### config.mk
export PLATFORM = sky130hd
export DESIGN_NAME = stable_priority_queue
export DESIGN_NICKNAME = d
export VERILOG_FILES = /design/src/sv/spq_pkg.sv /design/src/sv/spq_cell.sv /design/src/sv/stable_priority_queue.sv
export SDC_FILE = /design/constraint.sdc
export NUM_CORES = 2
export LEC_CHECK = 0
export CORE_MARGIN = 10
export CORE_UTILIZATION = 40
export CTS_BUF_LIST = sky130_fd_sc_hd__clkbuf_4
export DETAILED_ROUTE_END_ITERATION = 7
export DONT_BUFFER_PORTS = 1
export PLACE_DENSITY = 0.59
export SYNTH_ARGS = -nofsm -noshare
export SYNTH_HDL_FRONTEND = slang
export SYNTH_SLANG_ARGS = --single-unit
### constraint.sdc
create_clock -name clk -period 10.3 [get_ports clk]
set_input_delay 2.575 -clock clk [delete_from_list [all_inputs] [get_ports clk]]
set_output_delay 2.575 -clock clk [all_outputs]
set_load 0.005 [all_outputs]
### src/sv/spq_pkg.sv
// ----------------------------------------------------------------------------
// spq_pkg: shared types for the stable priority queue
// Request and result transaction types, slot contents, cell command and
// status codes used by the queue cells and the top level.
// ----------------------------------------------------------------------------
package spq_pkg;

  localparam int SPQ_DEPTH   = 16;
  localparam int SPQ_VALUE_W = 32;
  localparam int SPQ_PRIO_W  = 16;
  localparam int SPQ_COUNT_W = 5;

  typedef enum logic [0:0] {
    REQ_INSERT = 1'b0,
    REQ_POP    = 1'b1
  } spq_req_type_t;

  typedef enum logic [1:0] {
    SPQ_OK        = 2'd0,
    SPQ_POP_EMPTY = 2'd1,
    SPQ_INS_FULL  = 2'd2
  } spq_status_t;

  // request transaction
  typedef struct packed {
    spq_req_type_t           req_type;
    logic [SPQ_VALUE_W-1:0]  entry_value;
    logic [SPQ_PRIO_W-1:0]   entry_priority;
  } spq_req_t;

  // result transaction
  typedef struct packed {
    logic [SPQ_VALUE_W-1:0]  pop_data;
    logic                    pop_valid;
    spq_status_t             status;
    logic [SPQ_COUNT_W-1:0]  entry_count;
    logic                    queue_empty;
  } spq_result_t;

  // contents of one slot
  typedef struct packed {
    logic                    used;
    logic [SPQ_PRIO_W-1:0]   prio;
    logic [SPQ_VALUE_W-1:0]  value;
  } spq_slot_t;

  // command broadcast to every cell
  typedef struct packed {
    logic                    insert;
    logic                    remove;
    logic [SPQ_PRIO_W-1:0]   prio;
    logic [SPQ_VALUE_W-1:0]  value;
  } spq_cmd_t;

endpackage

### src/sv/spq_cell.sv
// ----------------------------------------------------------------------------
// spq_cell: one slot of the sorted queue
// Holds one entry, compares it against an inserted priority and either keeps
// it, takes the new entry, or takes a neighbor's entry to shift the row.
// ----------------------------------------------------------------------------
module spq_cell (
  input  logic               clk,
  input  logic               rst,
  input  spq_pkg::spq_cmd_t  cmd,
  input  spq_pkg::spq_slot_t left_slot,
  input  logic               left_keep,
  input  spq_pkg::spq_slot_t right_slot,
  output spq_pkg::spq_slot_t slot,
  output logic               keep
);
  import spq_pkg::*;

  spq_slot_t slot_next;

  // entry stays put on insert when it ranks at or above the new one
  assign keep = slot.used && (slot.prio >= cmd.prio);

  // choose the next slot contents
  always_comb begin
    slot_next = slot;
    if (cmd.insert) begin
      if (keep) begin
        slot_next = slot;
      end else if (left_keep) begin
        slot_next.used  = 1'b1;
        slot_next.prio  = cmd.prio;
        slot_next.value = cmd.value;
      end else begin
        slot_next = left_slot;
      end
    end else if (cmd.remove) begin
      slot_next = right_slot;
    end
  end

  // occupancy is reset, payload is not
  always_ff @(posedge clk) begin
    if (rst) begin
      slot.used <= 1'b0;
    end else begin
      slot.used <= slot_next.used;
    end
    slot.prio  <= slot_next.prio;
    slot.value <= slot_next.value;
  end

`ifndef SYNTHESIS
  // a cell that keeps its entry on insert stays occupied
  assert property (@(posedge clk) disable iff (rst)
    (cmd.insert && keep) |=> slot.used)
    else $error("spq_cell: kept entry lost on insert");
  // a cell loading the new entry becomes occupied
  assert property (@(posedge clk) disable iff (rst)
    (cmd.insert && !keep && left_keep) |=> (slot.used && slot.value == $past(cmd.value)))
    else $error("spq_cell: inserted entry not captured");
  // insert and remove are never issued together
  assert property (@(posedge clk) disable iff (rst)
    !(cmd.insert && cmd.remove))
    else $error("spq_cell: conflicting command");
`endif

endmodule

### src/sv/stable_priority_queue.sv
// A request taken on start gives its result on done in the next cycle.
// Throughput: one request per cycle; busy is always low, the chain of slot
// cells updates every entry in the same cycle by neighbor shifts.
// The receiver cannot stall: done is a one-cycle strobe.
// Reset (rst, synchronous) empties the queue; slot payloads are not cleared.
// ----------------------------------------------------------------------------
// stable_priority_queue: bounded sorted priority queue
// A row of compare-and-shift cells kept in descending priority order; equal
// priorities leave in arrival order. Reports count and empty on every result.
// ----------------------------------------------------------------------------
module stable_priority_queue #(
  parameter int QUEUE_DEPTH = spq_pkg::SPQ_DEPTH
) (
  input  logic                 clk,
  input  logic                 rst,
  input  logic                 start,
  output logic                 busy,
  input  spq_pkg::spq_req_t    req,
  output logic                 done,
  output spq_pkg::spq_result_t result
);
  import spq_pkg::*;

  localparam int CountW = $clog2(QUEUE_DEPTH + 1);

  spq_slot_t              slots [QUEUE_DEPTH];
  logic [QUEUE_DEPTH-1:0] keeps;
  spq_cmd_t               cmd;
  logic                   accept;
  logic                   is_full;
  logic                   no_entries;
  logic [CountW-1:0]      count;
  logic [CountW-1:0]      count_next;
  spq_result_t            result_next;

  assign busy       = 1'b0;
  assign accept     = start && !busy;
  assign no_entries = !slots[0].used;
  assign is_full    = slots[QUEUE_DEPTH-1].used;

  // broadcast command, gated by full and empty
  always_comb begin
    cmd.insert = accept && (req.req_type == REQ_INSERT) && !is_full;
    cmd.remove = accept && (req.req_type == REQ_POP) && !no_entries;
    cmd.prio   = req.entry_priority;
    cmd.value  = req.entry_value;
  end

  // chain of cells; the head sees an always-kept neighbor, the tail an empty one
  for (genvar i = 0; i < QUEUE_DEPTH; i++) begin : g_cell
    spq_slot_t left_slot;
    spq_slot_t right_slot;
    logic      left_keep;

    if (i == 0) begin : g_head
      assign left_slot = '{used: 1'b1, prio: '0, value: '0};
      assign left_keep = 1'b1;
    end else begin : g_body
      assign left_slot = slots[i-1];
      assign left_keep = keeps[i-1];
    end

    if (i == QUEUE_DEPTH - 1) begin : g_tail
      assign right_slot = '{used: 1'b0, prio: '0, value: '0};
    end else begin : g_inner
      assign right_slot = slots[i+1];
    end

    spq_cell u_cell (
      .clk        (clk),
      .rst        (rst),
      .cmd        (cmd),
      .left_slot  (left_slot),
      .left_keep  (left_keep),
      .right_slot (right_slot),
      .slot       (slots[i]),
      .keep       (keeps[i])
    );
  end

  // entry count after this transaction
  always_comb begin
    count_next = count;
    if (cmd.insert) begin
      count_next = count + CountW'(1);
    end else if (cmd.remove) begin
      count_next = count - CountW'(1);
    end
  end

  // result of this transaction
  always_comb begin
    result_next.pop_data    = cmd.remove ? slots[0].value : '0;
    result_next.pop_valid   = cmd.remove;
    result_next.status      = SPQ_OK;
    if (req.req_type == REQ_POP && no_entries) begin
      result_next.status = SPQ_POP_EMPTY;
    end else if (req.req_type == REQ_INSERT && is_full) begin
      result_next.status = SPQ_INS_FULL;
    end
    result_next.entry_count = SPQ_COUNT_W'(count_next);
    result_next.queue_empty = (count_next == '0);
  end

  // control registers
  always_ff @(posedge clk) begin
    if (rst) begin
      done  <= 1'b0;
      count <= '0;
    end else begin
      done  <= accept;
      count <= count_next;
    end
  end

  // result payload
  always_ff @(posedge clk) begin
    if (accept) begin
      result <= result_next;
    end
  end

`ifndef SYNTHESIS
  // every accepted transaction gives a result in the next cycle
  assert property (@(posedge clk) disable iff (rst)
    accept |=> done)
    else $error("stable_priority_queue: missing result");
  assert property (@(posedge clk) disable iff (rst)
    !accept |=> !done)
    else $error("stable_priority_queue: spurious result");
  // count agrees with head occupancy
  assert property (@(posedge clk) disable iff (rst)
    (count == '0) == !slots[0].used)
    else $error("stable_priority_queue: count out of step with slots");
  // a dropped insert only happens with a full queue
  assert property (@(posedge clk) disable iff (rst)
    (done && result.status == SPQ_INS_FULL) |-> (count == CountW'(QUEUE_DEPTH)))
    else $error("stable_priority_queue: insert dropped while not full");
  // a popped value always comes with ok status
  assert property (@(posedge clk) disable iff (rst)
    (done && result.pop_valid) |-> (result.status == SPQ_OK))
    else $error("stable_priority_queue: pop data with error status");
`endif

endmodule
==> summary.txt <==
H-tree levels - 4
Final Max Slew Viols - 0
Final hold violation count - 0
TritonCTS clock tree - done
Hold Path Sink - g_cell[3].u_cell.slot[48]$_SDFFE_PP0P_
Die W - 354 um
Worst setup margin - 4.43 ns
Fin area - 48700 sq um
Die height - 354 um
Wire per inst - 23.5 um
Pwr Total - 8.15 mW
Worst Path Buf+Inv - 3
Core area - 111000 sq um
Worst-case vdd ir drop - 0.101 mV
Reg2Reg Launch Point - g_cell[12].u_cell.slot[32]$_DFFE_PP_
DR vias - 34400
CP top delay family - compound AO/OA/AOI/OAI gates
Hold Crit Class - reg2reg
Layout Nets - 4474
Status - finished clean
Mean Syn Cell Area - 10.5 sq um
Cells resized by post-CTS repair - 0
Layout cell share with drive strength beyond 1 - 10.1%
Final design utilization - 44.0%
Reg clk slew, reported paths - 0.07 ns
Row count - 122
Dpl cells - 5438
Clock Path Buffers - 3
Worst Max-Slew Pin Slew - 1.25 ns
CP Capture Type - register
Die area - 126000 sq um
DRT Pass-1 Iters - 7
Crit path required time - 10.99 ns
CTS sink cnt - 831
Placed cell area - 45800 sq um
Hold depth - 2
Unrepaired setup endpoints after global routing - false
Syn_nets - 4539
Yosys top cell by area - edfxtp_1
Post-Route Setup TNS - 0 ns
Hpwl dp - 83100 um
Non-filler instance count after layout - 5846
Initial DRC count - 3819
Critical Path Fanout Max - 34
Area Overhead vs Synth - 8.98%
Initial core utilization - 40.3%
First-pass GRT wire length - 210000 um
# IOs - 95
Clock Skews - 0.0834 ns
WP depth - 10
GRT Overall Usage - 21.2%
Crit-path max cell delay - 0.81 ns
Post-synth top area share - 54.4%
I/O Buffers - 0
Gate Count Post-Synth - 4245
Post-synthesis cell type count - 46
Post-Syn Area - 44700 sq um
Minimum clock period - 5.87 ns
Final critical-path share of the clock period - 57.0%
Via/cell ratio - 5.89
Rel. slew slack - 16.3%
Largest net degree at the start of global routing - 275
GPL Wtd Cong - 0.911
Number of global-route vias before repair - 33800
Worst-skew pair later-pin latency - 1.12 ns
Cts bufs inserted - 228
Hold Worst Slack - 0.486 ns
Post-CTS Setup Repair Bufs - 0
Worst Min Path Start - g_cell[2].u_cell.slot[48]$_SDFFE_PP0P_
Crit path kind - in2reg
Setup WS pre-CTS - 3.39 ns
Static Leak - 17.8 nW
Crit path launch type - input port
Most used cell, CP - inv_1
Wirelength, routed - 137000 um
Pwr/cell area - 167 nW/um^2
Antenna-violating nets left - 0
# fillers - 10700
Yosys warning count - 0
CP cell instances - inv_1, ha_1, nand4_1, inv_1, a221oi_1, a21oi_1, o21ai_4, nand2_1, nand2_2, buf_4
Synth top area cells - edfxtp_1 54%, nand2_1 7.8%, o211ai_1 7.1%
Worst endpoint data arrival time - 6.57 ns
Hold_buf cts - 0
Reg2Reg Setup Slack - 5.89 ns
Crit-path slowest cell - o21ai_4
DRC - 0
Synth Register Bits - 831
Gr ovfl total - 0
Final setup fails - 0
Reg2reg path depth - 10
Max_cap viols - 0
Sequential share of the synthesized area - 55.3%
Reg-to-reg critical path endpoint - g_cell[13].u_cell.slot[20]$_DFFE_PP_
Fmax - 170 MHz
Antenna violations before repair - 3
Root Buffer - clkbuf_4
[worst register-to-register path, stage by stage, from the launching register on]
cell      delay [ns]
edfxtp_1        0.35
inv_1           0.07
ha_1            0.26
nand2b_1        0.14
a21oi_1         0.08
o21ai_0         0.81
a31oi_1         0.32
a21oi_4         0.77
buf_4           0.85
mux2i_1         0.32
o21ai_0         0.10
[layout make-up]
cell class / instances / area, sq um / share of cell area (%)
Tap cell: 1488 / 1860 / 3.82
Multi-Input combinational cell: 3010 / 18600 / 38.1
Inverter: 51 / 191 / 0.393
Sequential cell: 831 / 24700 / 50.8
Antenna cell: 3 / 7.51 / 0.0154
Timing Repair Buffer: 58 / 460 / 0.945
Clock buffer: 330 / 2480 / 5.09
Clock inverter: 75 / 414 / 0.850
[how the worst max path moves through the flow]
stage,slack (ns),endpoint,start
final,4.43,g_cell[9].u_cell.slot[7]$_DFFE_PP_,req[10]
after global routing,4.23,g_cell[9].u_cell.slot[42]$_DFFE_PP_,req[5]
after CTS,4.58,g_cell[9].u_cell.slot[42]$_DFFE_PP_,req[10]
after detailed placement,3.39,g_cell[9].u_cell.slot[6]$_DFFE_PP_,req[10]
after global placement,3.49,g_cell[9].u_cell.slot[6]$_DFFE_PP_,req[10]
after floorplan,2.04,g_cell[12].u_cell.slot[0]$_DFFE_PP_,req[13]
[cell usage after synthesis, drive strengths merged]
cell type / instances
nand2: 925
edfxtp: 809
nand3: 487
o211ai: 423
o21ai: 347
clkbuf: 263
ha: 242
mux2i: 241
a21oi: 118
buf: 90
inv: 51
nor2: 48
and2: 34
nand4: 23
dfxtp: 22
a21o: 17
o31ai: 14
a221oi: 11
a31oi: 9
o221ai: 9
nand2b: 8
nor3b: 8
nor3: 7
nor4: 7
nor2b: 5
o21a: 5
a22oi: 4
a211oi: 3
xnor2: 3
and4: 2
o22ai: 2
a211o: 1
a221o: 1
a41oi: 1
and3: 1
conb: 1
nand3b: 1
o41ai: 1
xor2: 1
[layer usage]
layer / part of all wire, % / up-vias / GRT usage, % / wire length (um)
met5: 0 / - / 0 / 0
met4: 2.6 / 0 / 7.37 / 3600
met3: 8.8 / 239 / 4.93 / 12000
met2: 44 / 1477 / 31.8 / 60100
met1: 45 / 16800 / 30.0 / 61500
li1: - / 15900 / - / -
[cell usage in the layout (no fill, tap or decap), types with 4 or more instances in the layout]
| cell | count |
|---|---|
| a21o_1 | 16 |
| a21oi_1 | 113 |
| a21oi_4 | 5 |
| a221oi_1 | 11 |
| a22oi_1 | 4 |
| a31oi_1 | 9 |
| and2_1 | 34 |
| buf_4 | 56 |
| clkbuf_4 | 330 |
| clkinv_1 | 55 |
| clkinv_2 | 7 |
| dfxtp_1 | 22 |
| edfxtp_1 | 809 |
| ha_1 | 242 |
| inv_1 | 50 |
| mux2i_1 | 241 |
| nand2_1 | 914 |
| nand2_2 | 7 |
| nand2_4 | 4 |
| nand2b_1 | 8 |
| nand3_1 | 486 |
| nand4_1 | 23 |
| nor2_1 | 48 |
| nor2b_1 | 5 |
| nor3_1 | 7 |
| nor3b_1 | 7 |
| nor4_1 | 7 |
| o211ai_1 | 423 |
| o21a_1 | 5 |
| o21ai_0 | 313 |
| o21ai_1 | 20 |
| o21ai_4 | 14 |
| o221ai_1 | 9 |
| o31ai_1 | 14 |
[report_power, final]
part	internal, mW	switching [mW]	leakage [nW]
Combinational	0.295	0.627	8.21
Clock	1.54	1.50	1.71
Sequential	4.03	0.153	7.91
Total	5.87	2.28	17.8
[sequential cells by signal, summed over array words and instances (netlist names)]
register            flops
count                   5
done                    1
g_cell.u_cell.slot    784
result                 41
[kinds of logic (layout without fill, tap and decap cells)]
| family | count (synthesis) | count (layout) | synth area share (%) |
|---|---|---|---|
| other | 1 | 4 | 0.00839 |
| AND/OR/NAND/NOR | 1556 | 1556 | 15.0 |
| AO/OA/AOI/OAI | 966 | 966 | 13.7 |
| buffers and inverters | 404 | 514 | 3.69 |
| XOR/XNOR | 4 | 4 | 0.0784 |
| flip-flops | 831 | 831 | 55.3 |
| adder cells (fa/ha/maj) | 242 | 242 | 6.77 |
| multiplexers | 241 | 241 | 5.40 |
No activity file was read; power rests on OpenSTA's default activity.
